$ cat src/design/ffsa_pkg.sv
// Shared widths, codes and helpers for the first-fit slot allocator.
package ffsa_pkg;

  localparam int SLOTS  = 1024;
  localparam int CNT_W  = 11;
  localparam int SLOT_W = 10;
  localparam int WORD_W = 32;
  localparam int BIT_W  = 5;
  localparam int TGT_W  = CNT_W - BIT_W;

  localparam logic [CNT_W-1:0] COUNT_RESET = 11'd1024;

  localparam logic CMD_ALLOC = 1'b0;
  localparam logic CMD_FREE  = 1'b1;

  localparam logic CFG_SLOT_COUNT = 1'b0;

  typedef enum logic [1:0] {
    ST_OK    = 2'd0,
    ST_OOM   = 2'd1,
    ST_RANGE = 2'd2
  } status_t;

  // Edit applied to the map word as it leaves the head of the ring.
  typedef struct packed {
    logic [WORD_W-1:0] set_mask;
    logic [WORD_W-1:0] clr_mask;
  } ffsa_mod_t;

  // Lowest set bit of a map word; the top bit of the result says one was found.
  function automatic logic [BIT_W:0] first_set(input logic [WORD_W-1:0] v);
    logic [BIT_W:0] res;
    res = '0;
    for (int i = WORD_W - 1; i >= 0; i--) begin
      if (v[i]) begin
        res = {1'b1, BIT_W'(i)};
      end
    end
    return res;
  endfunction

endpackage

$ cat src/design/ffsa_cell.sv
// One cell of the used-map ring: a 32-slot word taken from its neighbor every cycle.
module ffsa_cell
  import ffsa_pkg::*;
(
  input  logic              clk,
  input  logic              rst_n,
  input  logic [WORD_W-1:0] word_in,
  output logic [WORD_W-1:0] word_out
);

  logic [WORD_W-1:0] word_r;

  always_ff @(posedge clk) begin
    if (!rst_n) begin
      word_r <= '0;
    end else begin
      word_r <= word_in;
    end
  end

  assign word_out = word_r;

endmodule

$ cat src/design/ffsa_ring.sv
// Rotating ring of used-map cells with a counter tracking which word sits at the head.
module ffsa_ring
  import ffsa_pkg::*;
#(
  parameter int NW = 32,
  parameter int HW = 5
) (
  input  logic              clk,
  input  logic              rst_n,
  input  ffsa_mod_t         edit,
  output logic [WORD_W-1:0] head_word,
  output logic [HW-1:0]     head_idx
);

  logic [WORD_W-1:0] q [NW];
  logic [WORD_W-1:0] wrap_word;
  logic [HW-1:0]     head_r;
  logic [HW-1:0]     head_nxt;

  // The head word is edited on its way round to the tail.
  assign wrap_word = (q[0] & ~edit.clr_mask) | edit.set_mask;

  for (genvar k = 0; k < NW; k++) begin : g_cell
    logic [WORD_W-1:0] d;
    if (k == NW - 1) begin : g_tail
      assign d = wrap_word;
    end else begin : g_mid
      assign d = q[k+1];
    end
    ffsa_cell u_cell (
      .clk      (clk),
      .rst_n    (rst_n),
      .word_in  (d),
      .word_out (q[k])
    );
  end

  assign head_nxt = (head_r == HW'(NW - 1)) ? '0 : head_r + 1'b1;

  always_ff @(posedge clk) begin
    if (!rst_n) begin
      head_r <= '0;
    end else begin
      head_r <= head_nxt;
    end
  end

  assign head_word = q[0];
  assign head_idx  = head_r;

endmodule

$ cat src/design/first_fit_slot_allocator.sv
// First-fit slot allocator: used map in a rotating ring of word cells, with hint and high-water.
//
//  channel | direction | handshake          | payload
//  --------+-----------+--------------------+-----------------------------------------------
//  in_     | slave     | tvalid/tready      | tdata: free_slot; tuser: command
//  out_    | master    | tvalid/tready      | tdata: given_slot, high_water; tuser: status
//  cfg_    | APB slave | psel/penable/ready | register 0 at address 0: slot_count
//
// An allocate or an in-range free passes from its input beat through S_CHECK and S_SEEK, where it
// waits for its map word to rotate to the head of the ring and, on allocate, scans each further
// word as it reaches the head, then through S_DONE into the output register; its wait is set by
// the single read point at the ring head.
// Out-of-range frees and allocates with the hint at or above the count skip S_SEEK.
// Reset clears every used bit, the hint and the high-water mark at once; no sweep is needed.
// A new request is taken while a result still waits on a stalled output.
module first_fit_slot_allocator
  import ffsa_pkg::*;
(
  input  logic        clk,
  input  logic        rst_n,
  input  logic        in_tvalid,
  output logic        in_tready,
  input  logic [15:0] in_tdata,   // [9:0] free_slot, [15:10] zero
  input  logic        in_tuser,   // [0] command
  output logic        out_tvalid,
  input  logic        out_tready,
  output logic [23:0] out_tdata,  // [9:0] given_slot, [20:10] high_water, [23:21] zero
  output logic [1:0]  out_tuser,  // [1:0] status
  input  logic        cfg_psel,
  input  logic        cfg_penable,
  input  logic        cfg_pwrite,
  input  logic [2:0]  cfg_paddr,
  input  logic [31:0] cfg_pwdata,
  output logic [31:0] cfg_prdata,
  output logic        cfg_pready
);

  localparam int NW = (SLOTS + WORD_W - 1) / WORD_W;
  localparam int HW = (NW > 1) ? $clog2(NW) : 1;
  localparam logic [31:0] SLOTS_U = 32'(SLOTS);

  typedef enum logic [1:0] {S_IDLE, S_CHECK, S_SEEK, S_DONE} state_t;

  state_t            state_r;
  logic              cmd_r;
  logic [SLOT_W-1:0] slot_r;
  logic [TGT_W-1:0]  tgt_r;
  logic [CNT_W-1:0]  hint_r;
  logic [CNT_W-1:0]  hw_r;
  logic [CNT_W-1:0]  count_r;
  logic [SLOT_W-1:0] res_given_r;
  status_t           res_status_r;
  logic              out_valid_r;
  logic [SLOT_W-1:0] out_given_r;
  logic [CNT_W-1:0]  out_hw_r;
  status_t           out_status_r;

  logic [CNT_W-1:0]  n_eff;
  logic [CNT_W-1:0]  n_m1;
  logic [TGT_W-1:0]  last_w;
  logic [CNT_W-1:0]  slot_ext;
  logic [WORD_W-1:0] head_word;
  logic [HW-1:0]     head_idx;
  logic              aligned;
  logic [WORD_W-1:0] ones;
  logic [WORD_W-1:0] lo_mask;
  logic [WORD_W-1:0] hi_mask;
  logic [WORD_W-1:0] cand;
  logic [BIT_W:0]    pick;
  logic              found;
  logic [CNT_W-1:0]  found_slot;
  logic [CNT_W-1:0]  found_inc;
  ffsa_mod_t         edit;
  logic              cfg_wr;

  assign n_eff    = ({21'd0, count_r} > SLOTS_U) ? CNT_W'(SLOTS) : count_r;
  assign n_m1     = n_eff - 1'b1;
  assign last_w   = n_m1[CNT_W-1:BIT_W];
  assign slot_ext = {1'b0, slot_r};
  assign aligned  = (head_idx == HW'(tgt_r));

  // Only slots at or above the hint and below the count are candidates.
  assign ones    = '1;
  assign lo_mask = (tgt_r == hint_r[CNT_W-1:BIT_W]) ? (ones << hint_r[BIT_W-1:0]) : ones;
  assign hi_mask = (tgt_r == n_eff[CNT_W-1:BIT_W]) ? ~(ones << n_eff[BIT_W-1:0]) : ones;
  assign cand    = ~head_word & lo_mask & hi_mask;
  assign pick    = first_set(cand);
  assign found   = pick[BIT_W];
  assign found_slot = {tgt_r, pick[BIT_W-1:0]};
  assign found_inc  = found_slot + 1'b1;

  always_comb begin
    edit = '0;
    if (state_r == S_SEEK && aligned) begin
      if (cmd_r == CMD_FREE) begin
        edit.clr_mask = WORD_W'(1) << slot_r[BIT_W-1:0];
      end else if (found) begin
        edit.set_mask = WORD_W'(1) << pick[BIT_W-1:0];
      end
    end
  end

  ffsa_ring #(
    .NW (NW),
    .HW (HW)
  ) u_ring (
    .clk       (clk),
    .rst_n     (rst_n),
    .edit      (edit),
    .head_word (head_word),
    .head_idx  (head_idx)
  );

  always_ff @(posedge clk) begin
    if (!rst_n) begin
      state_r     <= S_IDLE;
      hint_r      <= '0;
      hw_r        <= '0;
      out_valid_r <= 1'b0;
    end else begin
      // In S_DONE the output register is reloaded below instead.
      if (out_valid_r && out_tready && state_r != S_DONE) begin
        out_valid_r <= 1'b0;
      end
      unique case (state_r)
        S_IDLE: begin
          if (in_tvalid) begin
            cmd_r   <= in_tuser;
            slot_r  <= in_tdata[SLOT_W-1:0];
            state_r <= S_CHECK;
          end
        end
        S_CHECK: begin
          res_given_r <= '0;
          if (cmd_r == CMD_ALLOC) begin
            if (hint_r >= n_eff) begin
              res_status_r <= ST_OOM;
              state_r      <= S_DONE;
            end else begin
              tgt_r   <= hint_r[CNT_W-1:BIT_W];
              state_r <= S_SEEK;
            end
          end else begin
            if (slot_ext >= n_eff) begin
              res_status_r <= ST_RANGE;
              state_r      <= S_DONE;
            end else begin
              tgt_r   <= slot_ext[CNT_W-1:BIT_W];
              state_r <= S_SEEK;
            end
          end
        end
        S_SEEK: begin
          if (aligned) begin
            if (cmd_r == CMD_FREE) begin
              if (slot_ext < hint_r) begin
                hint_r <= slot_ext;
              end
              res_status_r <= ST_OK;
              state_r      <= S_DONE;
            end else if (found) begin
              hint_r <= found_inc;
              if (found_inc > hw_r) begin
                hw_r <= found_inc;
              end
              res_given_r  <= found_slot[SLOT_W-1:0];
              res_status_r <= ST_OK;
              state_r      <= S_DONE;
            end else if (tgt_r == last_w) begin
              res_status_r <= ST_OOM;
              state_r      <= S_DONE;
            end else begin
              tgt_r <= tgt_r + 1'b1;
            end
          end
        end
        S_DONE: begin
          if (!out_valid_r || out_tready) begin
            out_valid_r  <= 1'b1;
            out_given_r  <= res_given_r;
            out_status_r <= res_status_r;
            out_hw_r     <= hw_r;
            state_r      <= S_IDLE;
          end
        end
        default: state_r <= S_IDLE;
      endcase
    end
  end

  assign cfg_wr = cfg_psel && cfg_penable && cfg_pwrite && cfg_pready
                  && (cfg_paddr[2] == CFG_SLOT_COUNT);

  always_ff @(posedge clk) begin
    if (!rst_n) begin
      count_r <= COUNT_RESET;
    end else if (cfg_wr) begin
      count_r <= cfg_pwdata[CNT_W-1:0];
    end
  end

  assign cfg_pready = 1'b1;
  assign cfg_prdata = (cfg_paddr[2] == CFG_SLOT_COUNT) ? {21'd0, count_r} : '0;

  assign in_tready  = (state_r == S_IDLE);
  assign out_tvalid = out_valid_r;
  assign out_tdata  = {3'd0, out_hw_r, out_given_r};
  assign out_tuser  = out_status_r;

`ifndef SYNTHESIS
  // A failed request never reports a slot.
  a_fail_no_slot: assert property (@(posedge clk) disable iff (!rst_n)
    (out_valid_r && out_status_r != ST_OK) |-> (out_given_r == '0))
    else $error("failed request reports a nonzero slot");

  // The high-water mark only rises.
  a_hw_monotonic: assert property (@(posedge clk) disable iff (!rst_n)
    (rst_n ##1 rst_n) |-> (hw_r >= $past(hw_r)))
    else $error("high-water mark decreased");

  // An allocate scan never walks past the last word below the count.
  a_scan_bound: assert property (@(posedge clk) disable iff (!rst_n)
    (state_r == S_SEEK && cmd_r == CMD_ALLOC) |-> (tgt_r <= last_w))
    else $error("allocate scan beyond slot count");

  // A successful allocate leaves the hint just past the slot it gave.
  a_hint_follows: assert property (@(posedge clk) disable iff (!rst_n)
    (state_r == S_SEEK && cmd_r == CMD_ALLOC && aligned && found)
      |=> (hint_r == $past(found_inc)))
    else $error("hint not moved past allocated slot");
`endif

endmodule

$ cat config.mk
export PLATFORM = sky130hd
export DESIGN_NAME = first_fit_slot_allocator
export DESIGN_NICKNAME = d
export VERILOG_FILES = /design/src/design/ffsa_pkg.sv /design/src/design/ffsa_cell.sv /design/src/design/ffsa_ring.sv /design/src/design/first_fit_slot_allocator.sv
export SDC_FILE = /design/constraint.sdc
export NUM_CORES = 1
export LEC_CHECK = 0
export ABC_AREA = 1
export BUFFER_PORTS_ARGS = -buffer_cell sky130_fd_sc_hd__buf_4
export CAP_MARGIN = 10
export CORE_MARGIN = 3
export CORE_UTILIZATION = 45
export CTS_CLUSTER_SIZE = 12
export DETAILED_ROUTE_END_ITERATION = 10
export PLACE_DENSITY_LB_ADDON = 0.25
export SYNTH_ARGS = -nofsm -noshare
export SYNTH_HDL_FRONTEND = slang
export SYNTH_HIERARCHICAL = 1
export SYNTH_SLANG_ARGS = --single-unit
export TNS_END_PERCENT = 100
$ cat constraint.sdc
create_clock -name clk -period 17.3 [get_ports clk]
set_clock_uncertainty 0.05 [all_clocks]
set_input_delay 2.595 -clock clk [delete_from_list [all_inputs] [get_ports clk]]
set_output_delay 2.595 -clock clk [all_outputs]
set_load 0.05 [all_outputs]
==> impl_metrics.toml <==
[setup_path]
path_max_fanout = 13
worst_ep_required_time_ns = 17.78
crit_top_cell = "sky130_fd_sc_hd__nand2_1"
arrival_ns = 8.53
crit_path_max_incr_delay_ns = 0.70
crit_slowest_cell = "sky130_fd_sc_hd__edfxtp_1"
cp-end-kind = "flip-flop"
worst_setup_path_start_kind = "flip-flop"
timing_worst_setup_path_type = "flip-flop to flip-flop"

[die]
floorplan.die_area_um2 = 85100
die_width_um = 292
fp.dieH_um = 292
row_count = 104
floorplan.core_area_um2 = 80700
initial_utilization = 0.456
pin_count = 120

[sta]
period_needed_ns = 8.06
worst_slew_margin_rel = 0.282
hold_viol_final = 0
tightest_slew_ns = 1.08
slew_violations = 0
max_freq_ghz = 0.124
finalWorstSetupSlack_ns = 9.24
grt_setup_unrepaired = "false"
finalCritPeriodShare = 0.466
timing.setup.tns_ns = 0
setup_viol = 0

[drt]
routed-via-count = 22399
met2_length_um = 24900
antenna_nets_post_route = 0
met3_wirelength_um = 2750
wl_per_cell_um = 11.2
dr.pass1.iters = 5
top_signal_layer_used = "met5"
drcViolationCount = 0
drt_iter0_markers = 1186
avgViaCountPerCell = 4.16
routedLengthMet1_um = 31000
drt_wl_total_um = 60300

[power_and_ir_drop]
power.switching_fraction = 0.224
intPower_mw = 3.90
pwr-share-seq = 0.526
pwr_density_cell_nw_per_um2 = 124
pwr-share-clk = 0.427
max-vdd-ir-drop_uv = 103
switching_power_mw = 1.12
power_leakage_nw = 24.0
power_frac_comb = 0.047

[layout]
n_antenna_cell = 0
final_layout_size_suffix_gt1_frac = 0.0579
final_cells = 5379
final_util = 0.503
areaGrowthSynthToFinish_pct = 10.5
layout.nets = 4384

[global_route]
grtUsageTotal = 0.143
grt_start_max_net_pins = 249
number_of_antenna_violations_at_the_first_check_in_global_routing = 1
first_global_vias = 20499
global_route.overflow_total = 0
grt_pass1_wl_um = 101000

[worst_hold_path]
timing.hold.worst.class = "flip-flop to flip-flop"

[synth]
post_synth_edffs = 52
synth_sequential_area_ratio = 0.623
syn_avg_cell_area_um2 = 8.73
synthArstFlopShare = 0
yosysWarningCount = 6
synth_top_flop_cell = "sky130_fd_sc_hd__dfxtp_1"
synth_register_bits = 1117
syn-instance-count = 4212
syn_area_um2 = 36800
synth_cell_type_count = 54

[place]
placement.io_buffers = 65
gp_congestion = 0.871
dp_cells = 5220
dp_worst_setup_slack_ns = 9.31
post-dp-hpwl_um = 37800

[clock_network]
total_number_of_clock_tree_sinks = 1117
clk_pin_slew_ns = 0.06
clock_latency_ns = 0.67
cts_tree = "done"
number_of_h_tree_levels = 3
cts_root_buf = "sky130_fd_sc_hd__clkbuf_16"
tritoncts.num_buffers = 109
post_cts_hold_buffer_count = 0
post-cts-setup-buffers = 0
cts_max_path_bufs = 3
post_cts_resize_count = 0

[status]
run_status = "completed"

[job]
cap_violations = 0
-- per-stage QoR --
stage | area [um^2] | total power [mW] | hold slack [ns]
5_1_grt | 40600 | 5.23 | 0.342
6_report | 40600 | 5.02 | 0.321
2_1_floorplan | 36800 | 2.89 | 0.336
4_1_cts | 40600 | 5.10 | 0.326
3_5_place_dp | 37400 | 2.93 | 0.343
3_3_place_gp | 37400 | 2.93 | 0.339
-- final cells by class --
class,count,area [um^2]
fillers,7637,40100
flip-flops and latches,1117,22900
multi-input cells,1783,8110
inverters,1184,4440
clock buffers,142,2970
well taps,1060,1330
repair buffers,76,591
clock inverters,17,273
-- placed cells by master, fill, tap and decap left out, types with 7 or more instances in the layout --
cell type	instances
sky130_fd_sc_hd__nor2_1	151
sky130_fd_sc_hd__nand4_1	28
sky130_fd_sc_hd__clkbuf_8	12
sky130_fd_sc_hd__dfxtp_1	1065
sky130_fd_sc_hd__xor2_1	10
sky130_fd_sc_hd__nand2_2	11
sky130_fd_sc_hd__clkbuf_16	109
sky130_fd_sc_hd__o21ai_0	62
sky130_fd_sc_hd__o21bai_1	35
sky130_fd_sc_hd__conb_1	25
sky130_fd_sc_hd__buf_4	74
sky130_fd_sc_hd__nand3_1	44
sky130_fd_sc_hd__nand2_1	1192
sky130_fd_sc_hd__a211o_1	11
sky130_fd_sc_hd__clkinv_1	10
sky130_fd_sc_hd__inv_1	1169
sky130_fd_sc_hd__nor2_2	7
sky130_fd_sc_hd__a21oi_1	70
sky130_fd_sc_hd__nor3_1	9
sky130_fd_sc_hd__ha_1	54
sky130_fd_sc_hd__edfxtp_1	52
sky130_fd_sc_hd__clkbuf_1	21
-- cells by family after synthesis --
| kind of cell | share of synthesized area |
|---|---|
| simple gates | 0.157 |
| buf+inv | 0.159 |
| flops | 0.623 |
| compound gates | 0.0385 |
| fa+ha+maj | 0.0184 |
| xor+xnor | 0.00381 |
| other cells | 0.000204 |
-- worst paths after layout --
| path | slack, ns | endpoint | cells after the start | startpoint |
|---|---|---|---|---|
| max | 9.24 | hw_r[5]$_SDFFE_PN0P_ | 54 | tgt_r[2]$_DFFE_PP_ |
| min reg2reg | 0.32 | u_ring/g_cell[1].u_cell/word_out[3]$_SDFF_PN0_ | 2 | u_ring/g_cell[2].u_cell/word_out[3]$_SDFF_PN0_ |
| max reg2reg | 9.24 | hw_r[5]$_SDFFE_PN0P_ | 54 | tgt_r[2]$_DFFE_PP_ |
| min | 0.32 | u_ring/g_cell[1].u_cell/word_out[3]$_SDFF_PN0_ | 2 | u_ring/g_cell[2].u_cell/word_out[3]$_SDFF_PN0_ |
-- sequential cells by signal, summed over array words and instances, names as in the netlist --
| signal | flops |
|---|---|
| out_hw_r | 11 |
| slot_r | 10 |
| count_r | 11 |
| out_tuser | 2 |
| cmd_r | 1 |
| state_r | 2 |
| tgt_r | 6 |
| hint_r | 11 |
| res_status_r | 2 |
| res_given_r | 10 |
| out_given_r | 10 |
| hw_r | 11 |
| u_ring/g_cell.u_cell/word_out | 1024 |
| u_ring/head_idx | 5 |
| out_tvalid | 1 |
-- critical path: cells and delay by family (launching register included) --
kind	cells	cell delay (ns)
adders and majority gates	2	0.56
AOI/OAI and AO/OA	7	1.48
buffers and inverters	7	1.42
and+or+nand+nor	38	3.75
DFF	1	0.70
-- routing by layer --
metal,track usage,vias up
met2,0.216,346
met4,0.0491,2
met5,0,-
met3,0.0294,120
li1,-,12019
met1,0.204,9912
-- power by group through the flow --
stage	combinational (mW)	sequential (mW)	clock (mW)
after floorplan	0.193	2.69	0
after global placement	0.236	2.70	0
after detailed placement	0.236	2.70	0
after CTS	0.237	2.64	2.22
after global routing	0.264	2.64	2.32
final	0.236	2.64	2.14
-- cells in the mapped netlist (4+ instances only) --
cell type | count | share of area
sky130_fd_sc_hd__buf_6 | 96 | 0.029
sky130_fd_sc_hd__a211o_1 | 11 | 0.0026
sky130_fd_sc_hd__o211ai_1 | 6 | 0.0012
sky130_fd_sc_hd__buf_2 | 5 | 0.00068
sky130_fd_sc_hd__edfxtp_1 | 52 | 0.042
sky130_fd_sc_hd__nand3b_1 | 6 | 0.0012
sky130_fd_sc_hd__nand3_1 | 44 | 0.0060
sky130_fd_sc_hd__inv_2 | 6 | 0.00061
sky130_fd_sc_hd__inv_1 | 1169 | 0.12
sky130_fd_sc_hd__a31oi_1 | 6 | 0.0010
sky130_fd_sc_hd__xnor2_1 | 6 | 0.0014
sky130_fd_sc_hd__a21oi_1 | 70 | 0.0095
sky130_fd_sc_hd__nor2_2 | 7 | 0.0012
sky130_fd_sc_hd__o21bai_1 | 35 | 0.0071
sky130_fd_sc_hd__nor4_1 | 4 | 0.00068
sky130_fd_sc_hd__clkinv_1 | 9 | 0.00092
sky130_fd_sc_hd__nor2_1 | 151 | 0.015
sky130_fd_sc_hd__nor3_1 | 10 | 0.0014
sky130_fd_sc_hd__dfxtp_1 | 1065 | 0.58
sky130_fd_sc_hd__xor2_1 | 10 | 0.0024
sky130_fd_sc_hd__a221oi_1 | 4 | 0.00095
sky130_fd_sc_hd__a211oi_1 | 4 | 0.00082
sky130_fd_sc_hd__clkbuf_1 | 21 | 0.0021
sky130_fd_sc_hd__nand2_1 | 1192 | 0.12
sky130_fd_sc_hd__a2111o_1 | 6 | 0.0018
sky130_fd_sc_hd__nand4_1 | 28 | 0.0048
sky130_fd_sc_hd__o21ai_0 | 62 | 0.0084
sky130_fd_sc_hd__nand2_2 | 11 | 0.0019
sky130_fd_sc_hd__ha_1 | 54 | 0.018
sky130_fd_sc_hd__buf_4 | 27 | 0.0055
Note: power is estimated with default switching activity, not from simulation.
